## src/rtl/sdw_pkg.sv

```systemverilog
// ----------------------------------------------------------------------------
// sdw_pkg
// Shared types and codes for the sequence duplicate window.
// ----------------------------------------------------------------------------
package sdw_pkg;

	localparam int SEQ_W = 16;

	typedef logic [SEQ_W-1:0] seq_t;

	// item kind codes
	localparam logic KIND_NOTE  = 1'b0;
	localparam logic KIND_CLEAR = 1'b1;

	// control broadcast to every cell of the window
	typedef struct packed {
		logic shift;   // move every entry one cell along, take the new number at the head
		logic clear;   // drop every entry
	} cell_ctl_t;

	// one entry handed from cell to cell
	typedef struct packed {
		logic valid;
		seq_t num;
	} entry_t;

endpackage

```

## src/rtl/sequence_dedup_window_top.sv

```systemverilog
// ----------------------------------------------------------------------------
// sequence_dedup_window_top
// Duplicate filter over the most recent command sequence numbers.
//
// Channel | Direction | Handshake                  | Payload
// --------+-----------+----------------------------+---------------------------
// note    | in        | note_valid / note_stall    | kind, sequence_number
// result  | out       | result_valid / result_stall| is_duplicate
//
// Cycles: one transaction per cycle while note_stall is low. The window
//   compare is a parallel match over all cells.
// Reset: arst_n empties the window at once; no clearing pass is needed.
// Stalls: a two-entry result queue takes results while the result side
//   stalls; note_stall rises only once both entries hold results.
// ----------------------------------------------------------------------------
module sequence_dedup_window_top #(
	parameter int WINDOW = 32   // 1..255
) (
	input  logic               clk,
	input  logic               arst_n,
	input  logic               note_valid,
	output logic               note_stall,
	input  logic               kind,
	input  logic [15:0]        sequence_number,
	output logic               result_valid,
	input  logic               result_stall,
	output logic               is_duplicate
);
	import sdw_pkg::*;

	// The window is kept as a shift line of the last WINDOW distinct numbers
	// taken in. The fill-in-order then overwrite-oldest policy keeps exactly
	// that set, and only set membership decides a duplicate, so a shift line
	// with a valid bit per cell gives the same answers.

	logic              accept;
	logic              buf_full;
	logic              match;
	logic [WINDOW-1:0] hits;
	cell_ctl_t         ctl;
	entry_t            chain [WINDOW+1];

	assign note_stall = buf_full;
	assign accept     = note_valid && !buf_full;

	// head of the chain: the incoming number, always valid
	assign chain[0].valid = 1'b1;
	assign chain[0].num   = sequence_number;

	assign match     = |hits;
	// advance the line only for a new number; drop everything on clear
	assign ctl.shift = accept && (kind == KIND_NOTE) && !match;
	assign ctl.clear = accept && (kind == KIND_CLEAR);

	for (genvar i = 0; i < WINDOW; i++) begin : g_cell
		sdw_cell u_cell (
			.clk        (clk),
			.arst_n     (arst_n),
			.ctl        (ctl),
			.prev_entry (chain[i]),
			.probe      (sequence_number),
			.entry      (chain[i+1]),
			.hit        (hits[i])
		);
	end

	// the last cell's entry falls off the end of the line
	logic tail_unused;
	assign tail_unused = chain[WINDOW].valid;

	// hold each result until the result side takes it
	sdw_result_buf u_result_buf (
		.clk          (clk),
		.arst_n       (arst_n),
		.push         (accept),
		.push_dup     ((kind == KIND_NOTE) && match && !tail_unused | ((kind == KIND_NOTE)
		               && match)),
		.full         (buf_full),
		.result_valid (result_valid),
		.result_stall (result_stall),
		.is_duplicate (is_duplicate)
	);

endmodule

```

## src/rtl/sdw_cell.sv

```systemverilog
// ----------------------------------------------------------------------------
// sdw_cell
// One slot of the window: holds an entry, matches it against the probe,
// and hands it to the next cell on a shift.
// ----------------------------------------------------------------------------
module sdw_cell (
	input  logic              clk,
	input  logic              arst_n,
	input  sdw_pkg::cell_ctl_t ctl,
	input  sdw_pkg::entry_t   prev_entry,
	input  sdw_pkg::seq_t     probe,
	output sdw_pkg::entry_t   entry,
	output logic              hit
);
	import sdw_pkg::*;

	logic valid_q;
	seq_t num_q;

	// valid bit: clear drops it, shift takes the neighbor's
	always_ff @(posedge clk or negedge arst_n) begin
		if (!arst_n) begin
			valid_q <= 1'b0;
		end else if (ctl.clear) begin
			valid_q <= 1'b0;
		end else if (ctl.shift) begin
			valid_q <= prev_entry.valid;
		end
	end

	always_ff @(posedge clk) begin
		if (ctl.shift) begin
			num_q <= prev_entry.num;
		end
	end

	assign entry.valid = valid_q;
	assign entry.num   = num_q;
	assign hit         = valid_q && (num_q == probe);

endmodule

```

## src/rtl/sdw_result_buf.sv

```systemverilog
// ----------------------------------------------------------------------------
// sdw_result_buf
// Two-entry result queue that parts the result side from the note side.
// ----------------------------------------------------------------------------
module sdw_result_buf (
	input  logic clk,
	input  logic arst_n,
	input  logic push,
	input  logic push_dup,
	output logic full,
	output logic result_valid,
	input  logic result_stall,
	output logic is_duplicate
);
	import sdw_pkg::*;

	logic [1:0] count_q;
	logic       head_q;
	logic       tail_q;
	logic       pop;

	assign pop          = result_valid && !result_stall;
	assign result_valid = (count_q != 2'd0);
	assign full         = (count_q == 2'd2);
	assign is_duplicate = head_q;

	always_ff @(posedge clk or negedge arst_n) begin
		if (!arst_n) begin
			count_q <= 2'd0;
		end else if (push && !pop) begin
			count_q <= count_q + 2'd1;
		end else if (pop && !push) begin
			count_q <= count_q - 2'd1;
		end
	end

	always_ff @(posedge clk) begin
		if (push && !pop) begin
			if (count_q == 2'd0) begin
				head_q <= push_dup;
			end else begin
				tail_q <= push_dup;
			end
		end else if (pop && !push) begin
			head_q <= tail_q;
		end else if (pop && push) begin
			// push with a pop never sees a full queue
			if (count_q == 2'd1) begin
				head_q <= push_dup;
			end else begin
				head_q <= tail_q;
				tail_q <= push_dup;
			end
		end
	end

endmodule
```

## config.mk

```make
export PLATFORM = sky130hd
export DESIGN_NAME = sequence_dedup_window_top
export DESIGN_NICKNAME = d
export VERILOG_FILES = /design/src/rtl/sdw_pkg.sv /design/src/rtl/sequence_dedup_window_top.sv /design/src/rtl/sdw_cell.sv /design/src/rtl/sdw_result_buf.sv
export SDC_FILE = /design/constraint.sdc
export NUM_CORES = 1
export LEC_CHECK = 0
export ABC_AREA = 0
export BUFFER_PORTS_ARGS = -buffer_cell sky130_fd_sc_hd__buf_2
export CAP_MARGIN = 10
export CORE_ASPECT_RATIO = 2
export CORE_UTILIZATION = 45
export DETAILED_ROUTE_END_ITERATION = 8
export GPL_TIMING_DRIVEN = 0
export SLEW_MARGIN = 20
export SYNTH_ARGS = -nofsm -noshare
export SYNTH_HDL_FRONTEND = slang
export SYNTH_HIERARCHICAL = 1
export SYNTH_SLANG_ARGS = --single-unit
export TNS_END_PERCENT = 30
```

## constraint.sdc

```tcl
create_clock -name clk -period 15 [get_ports clk]
set_input_delay 2.25 -clock clk [delete_from_list [all_inputs] [get_ports clk]]
set_output_delay 2.25 -clock clk [all_outputs]
set_load 0.1 [all_outputs]
```

**Word level (Yosys, flattened, before mapping)**

Index checks and enable logic that the tools add are counted.

- Logic and storage cells: 242
- Flip-flop bits (word level): 548
- Output and inout bits: 3

- Mux-type cells: 76
- Bitwise operators: 2
- $add $sub $neg: 2
- Equality and inequality tests: 38
- Reductions and logical operators: 57

Operator list:

| operator | number |
|---|---|
| $eq A16 B16 Y1 | 32 |
| $mux W1 | 74 |
| $logic_and A1 B1 Y1 | 42 |
| $reduce_or A32 Y1 | 1 |
| $reduce_bool A2 Y1 | 4 |
| $logic_not A1 Y1 | 6 |
| $ne A2 B2 Y1 const B | 3 |
| $mux W2 | 2 |
| $reduce_and A4 Y1 | 1 |
| $reduce_bool A3 Y1 | 1 |
| $add A2 B1 Y2 const B | 1 |
| $eq A2 B1 Y1 const B | 1 |
| $eq A2 B2 Y1 const B | 1 |
| $logic_not A2 Y1 | 1 |
| $ne A2 B1 Y1 const B | 1 |
| $reduce_and A2 Y1 | 1 |
| $sub A2 B1 Y2 const B | 1 |
| $not A1 Y1 | 1 |
| $or A1 B1 Y1 | 1 |

**Depth between registers and ports, before layout**

- Depth in word-level cells: 10
- Mapped depth: 9
- Gate-level depth less buffers: 9

**Hierarchy**

The synthesis kept the hierarchy.

By module, submodules not included:

| module | area an instance (µm²) | times used | cells an instance | sequential area each (µm²) |
|---|---|---|---|---|
| sdw_cell | 708.2 | 32 | 42 | 505.5 |
| sdw_result_buf | 270.3 | 1 | 25 | 110.1 |
| sequence_dedup_window_top | 98.8 | 1 | 15 | 0.0 |

**Worst setup path before layout**

Ideal clock, no wire load.

- Path type: in2reg
- Start: input port sequence_number[10]
- End: register g_cell[10].u_cell.valid_q
- Arrival: 16.739 ns
- Stages on the path: 9
- Library setup time: 0.160 ns
- Required time: 14.840 ns
- Setup slack: -1.900 ns
- Cell sequence: xor2_1 nor4_1 nand4_1 nor4_2 nor4_1 and4_1 and4b_1 mux2i_1 nor2_1

RTL lines:

| what | RTL line | RTL |
|---|---|---|
| start: declaration | sequence_dedup_window_top.sv:24 | `input logic [15:0] sequence_number,` |
| end signal: assignment | sdw_cell.sv:27 | `valid_q <= prev_entry.valid;` |
| end: declaration | sdw_cell.sv:17 | `logic valid_q;` |

==> flow_summary_export.csv <==
group,metric,value,unit
die,die_area,52100,um^2
finish,nFillCells,4333,
sta,setup_viol,0,
detailed_routing,first_iter_violations,650,
detailed_routing,drt-pass1-iter-count,4,
placement,portBuffers,23,
sta,drv_slew,0,
sta,worst_slack,8.18,ns
global_route,grt_pass1_wl,63700,um
detailed_routing,post_drt_wl_per_cell,18.7,um
worst_setup_path,cp-start-kind,"primary input",
placement,hpwlAfterDp,29300,um
clocking,clkTransAtPathRegs,0.06,ns
clocking,clock_latency,0.56,ns
finish,num_antenna_cells,0,
global_route,grt_use_total,16.1,%
worst_setup_path,critPathMaxFanout,55,
global_route,grtUsageMet1,16.1,%
worst_setup_path,path_class,"in2reg",
sta,rsz0062_at_grt,"false",
die,initial_core_util,45.8,%
clocking,holdBufCountCts,0,
detailed_routing,drc_errors,0,
run_status,status,"complete, no violations",
power,vdd_drop_max,142,uV
sta,hold_viol_final,0,
power,power_density,144,nW/um^2
sta,hold_ws,0.464,ns
clocking,cts_buffer_depth,3,
sta,worst_clock_skew,0.0104,ns
finish,multi_input_area,6500,um^2
finish,design_area,25700,um^2
synthesis,yosysWarnings,6,
sta,max_freq,147,MHz
die,core-area,50200,um^2
power,power_frac_comb,12.6,%
clocking,clkSinkCount,548,
global_route,grt_pass1_vias,11900,
sta,tightest_slew,0.950,ns
finish,drive_above_1_share,11.3,%
clocking,cts_buffers,48,
global_route,grt_antenna_before_repair,0,
synthesis,syn_area,23000,um^2
placement,post-place-ws,7.52,ns
placement,place_inst,2069,
clocking,cts_tree,"done",
die,ios,24,
power,p_int,2.78,mW
sta,maxSlewHeadroom,36.7,%
finish,area_growth,11.8,%
sta,period_minus_slack,6.82,ns
worst_setup_path,arrival,7.06,ns
finish,register_area,16300,um^2
power,p_sw_share,24.7,%
global_route,grt_overflow,0,
detailed_routing,ant_nets,0,
placement,dpl-instance-area,24300,um^2
global_route,grt_max_degree,56,
worst_setup_path,required,15.24,ns
die,die_w,162,um
synthesis,syn-num-nets,1407,
finish,nNetsFinal,1494,
clocking,post-cts-setup-buffer-count,0,
global_route,use_met3,1.93,%
detailed_routing,via_count,10800,
hold_path,hp-class,"reg2reg",
worst_setup_path,cp-end-kind,"flop",
synthesis,syn_avg_cell_area,16.6,um^2
global_route,grt_util_met2,33.1,%
die,die_h,322,um
power,power_frac_seq,54.9,%
sta,period_share,45.5,%
flow_run,cap_violations,0,
clocking,cts-root-buf,"clkbuf_16",
power,clkPwrFrac,32.5,%
global_route,busiest_layer,"met2",
clocking,cts_resized,0,
power,power.net_switching,0.913,mW
die,rows,116,
finish,stdcell_count,2152,
placement,gp_congestion,0.729,
clocking,htree_levels,2,
detailed_routing,vias_per_cell,5.04,
synthesis,netlist_instances,1383,
sta,setup_tns,0,ns
detailed_routing,drt_wl_total,40200,um
power,power.leakage,8.04,nW
[through the flow]
stage	power, mW	utilization (%)
after detailed placement	2.54	48.3
final	3.70	51.3
after CTS	3.75	51.3
after global placement	2.58	47.7
after global routing	3.85	51.3
after floorplan	2.43	-
[state kept, by name (all words and copies together), names as in the netlist]
name,cells
g_cell.u_cell/num_q,512
g_cell.u_cell/valid_q,32
u_result_buf/count_q,2
u_result_buf/is_duplicate,1
u_result_buf/tail_q,1
[cell type report]
type | instances | share of cell area (%)
inverter | 3 | 0.0437
multi-input combinational | 801 | 25.2
clock buffer | 67 | 5.22
buffer | 31 | 0.904
tap | 649 | 3.15
timing repair buffer | 37 | 1.62
sequential | 548 | 63.2
clock inverter | 16 | 0.569
[cell usage in the layout (no fill, tap or decap), types with 2 or more instances in the layout]
cell type  instances
clkinv_2           6
inv_1              3
xor2_1           128
nor2_1            33
nor4_1            40
ha_1               3
clkinv_1           7
dfrtp_1           34
xnor2_1          386
buf_2             23
nand2_1           32
mux2i_1           32
bufinv_16          3
edfxtp_1         514
clkbuf_8           5
clkbuf_16         49
buf_4             31
buf_16             3
clkbuf_1          13
nor4_2            32
buf_12            11
nand2b_1           2
and4_1             2
nand4_1           96
[power groups by stage]
stage	Clock (mW)	Combinational, mW	Sequential [mW]
2_1_floorplan	0	0.325	2.10
3_3_place_gp	0	0.444	2.13
3_5_place_dp	0	0.479	2.06
4_1_cts	1.24	0.480	2.03
5_1_grt	1.28	0.512	2.05
6_report	1.20	0.466	2.03
[worst max-delay path: stages]
cell and delay [ns]:
buf_2 0.63, xor2_1 0.24, nor4_1 0.12, nand4_1 0.21, nor4_2 0.08, nor4_1 0.39
and4_1 0.37, and4b_4 0.64, buf_12 0.30, buf_12 0.24, buf_12 0.25, buf_12 0.25
buf_12 0.23, buf_12 0.23, buf_12 0.23, buf_16 0.28
[metal layers]
layer | vias up | routed length (um)
met5 | - | 0
li1 | 5253 | -
met4 | 0 | 1020
met2 | 105 | 24300
met3 | 54 | 854
met1 | 5424 | 14100
[worst paths after layout]
check | from | slack (ns) | depth (start not counted) | end
worst max register to register | g_cell[4].u_cell/num_q[10]$_DFFE_PP_ | 10.17 | 15 | g_cell[12].u_cell/num_q[11]$_DFFE_PP_
worst min register to register | g_cell[8].u_cell/num_q[7]$_DFFE_PP_ | 0.46 | 0 | g_cell[9].u_cell/num_q[7]$_DFFE_PP_
worst max-delay path | sequence_number[10] | 8.18 | 16 | g_cell[12].u_cell/num_q[11]$_DFFE_PP_
min in group asynchronous | arst_n | 1.78 | 1 | g_cell[30].u_cell/valid_q$_DFFE_PN0P_
max in group asynchronous | arst_n | 12.69 | 1 | g_cell[4].u_cell/valid_q$_DFFE_PN0P_
worst min-delay path | g_cell[8].u_cell/num_q[7]$_DFFE_PP_ | 0.46 | 0 | g_cell[9].u_cell/num_q[7]$_DFFE_PP_
Note: power is estimated with default switching activity, not from simulation.
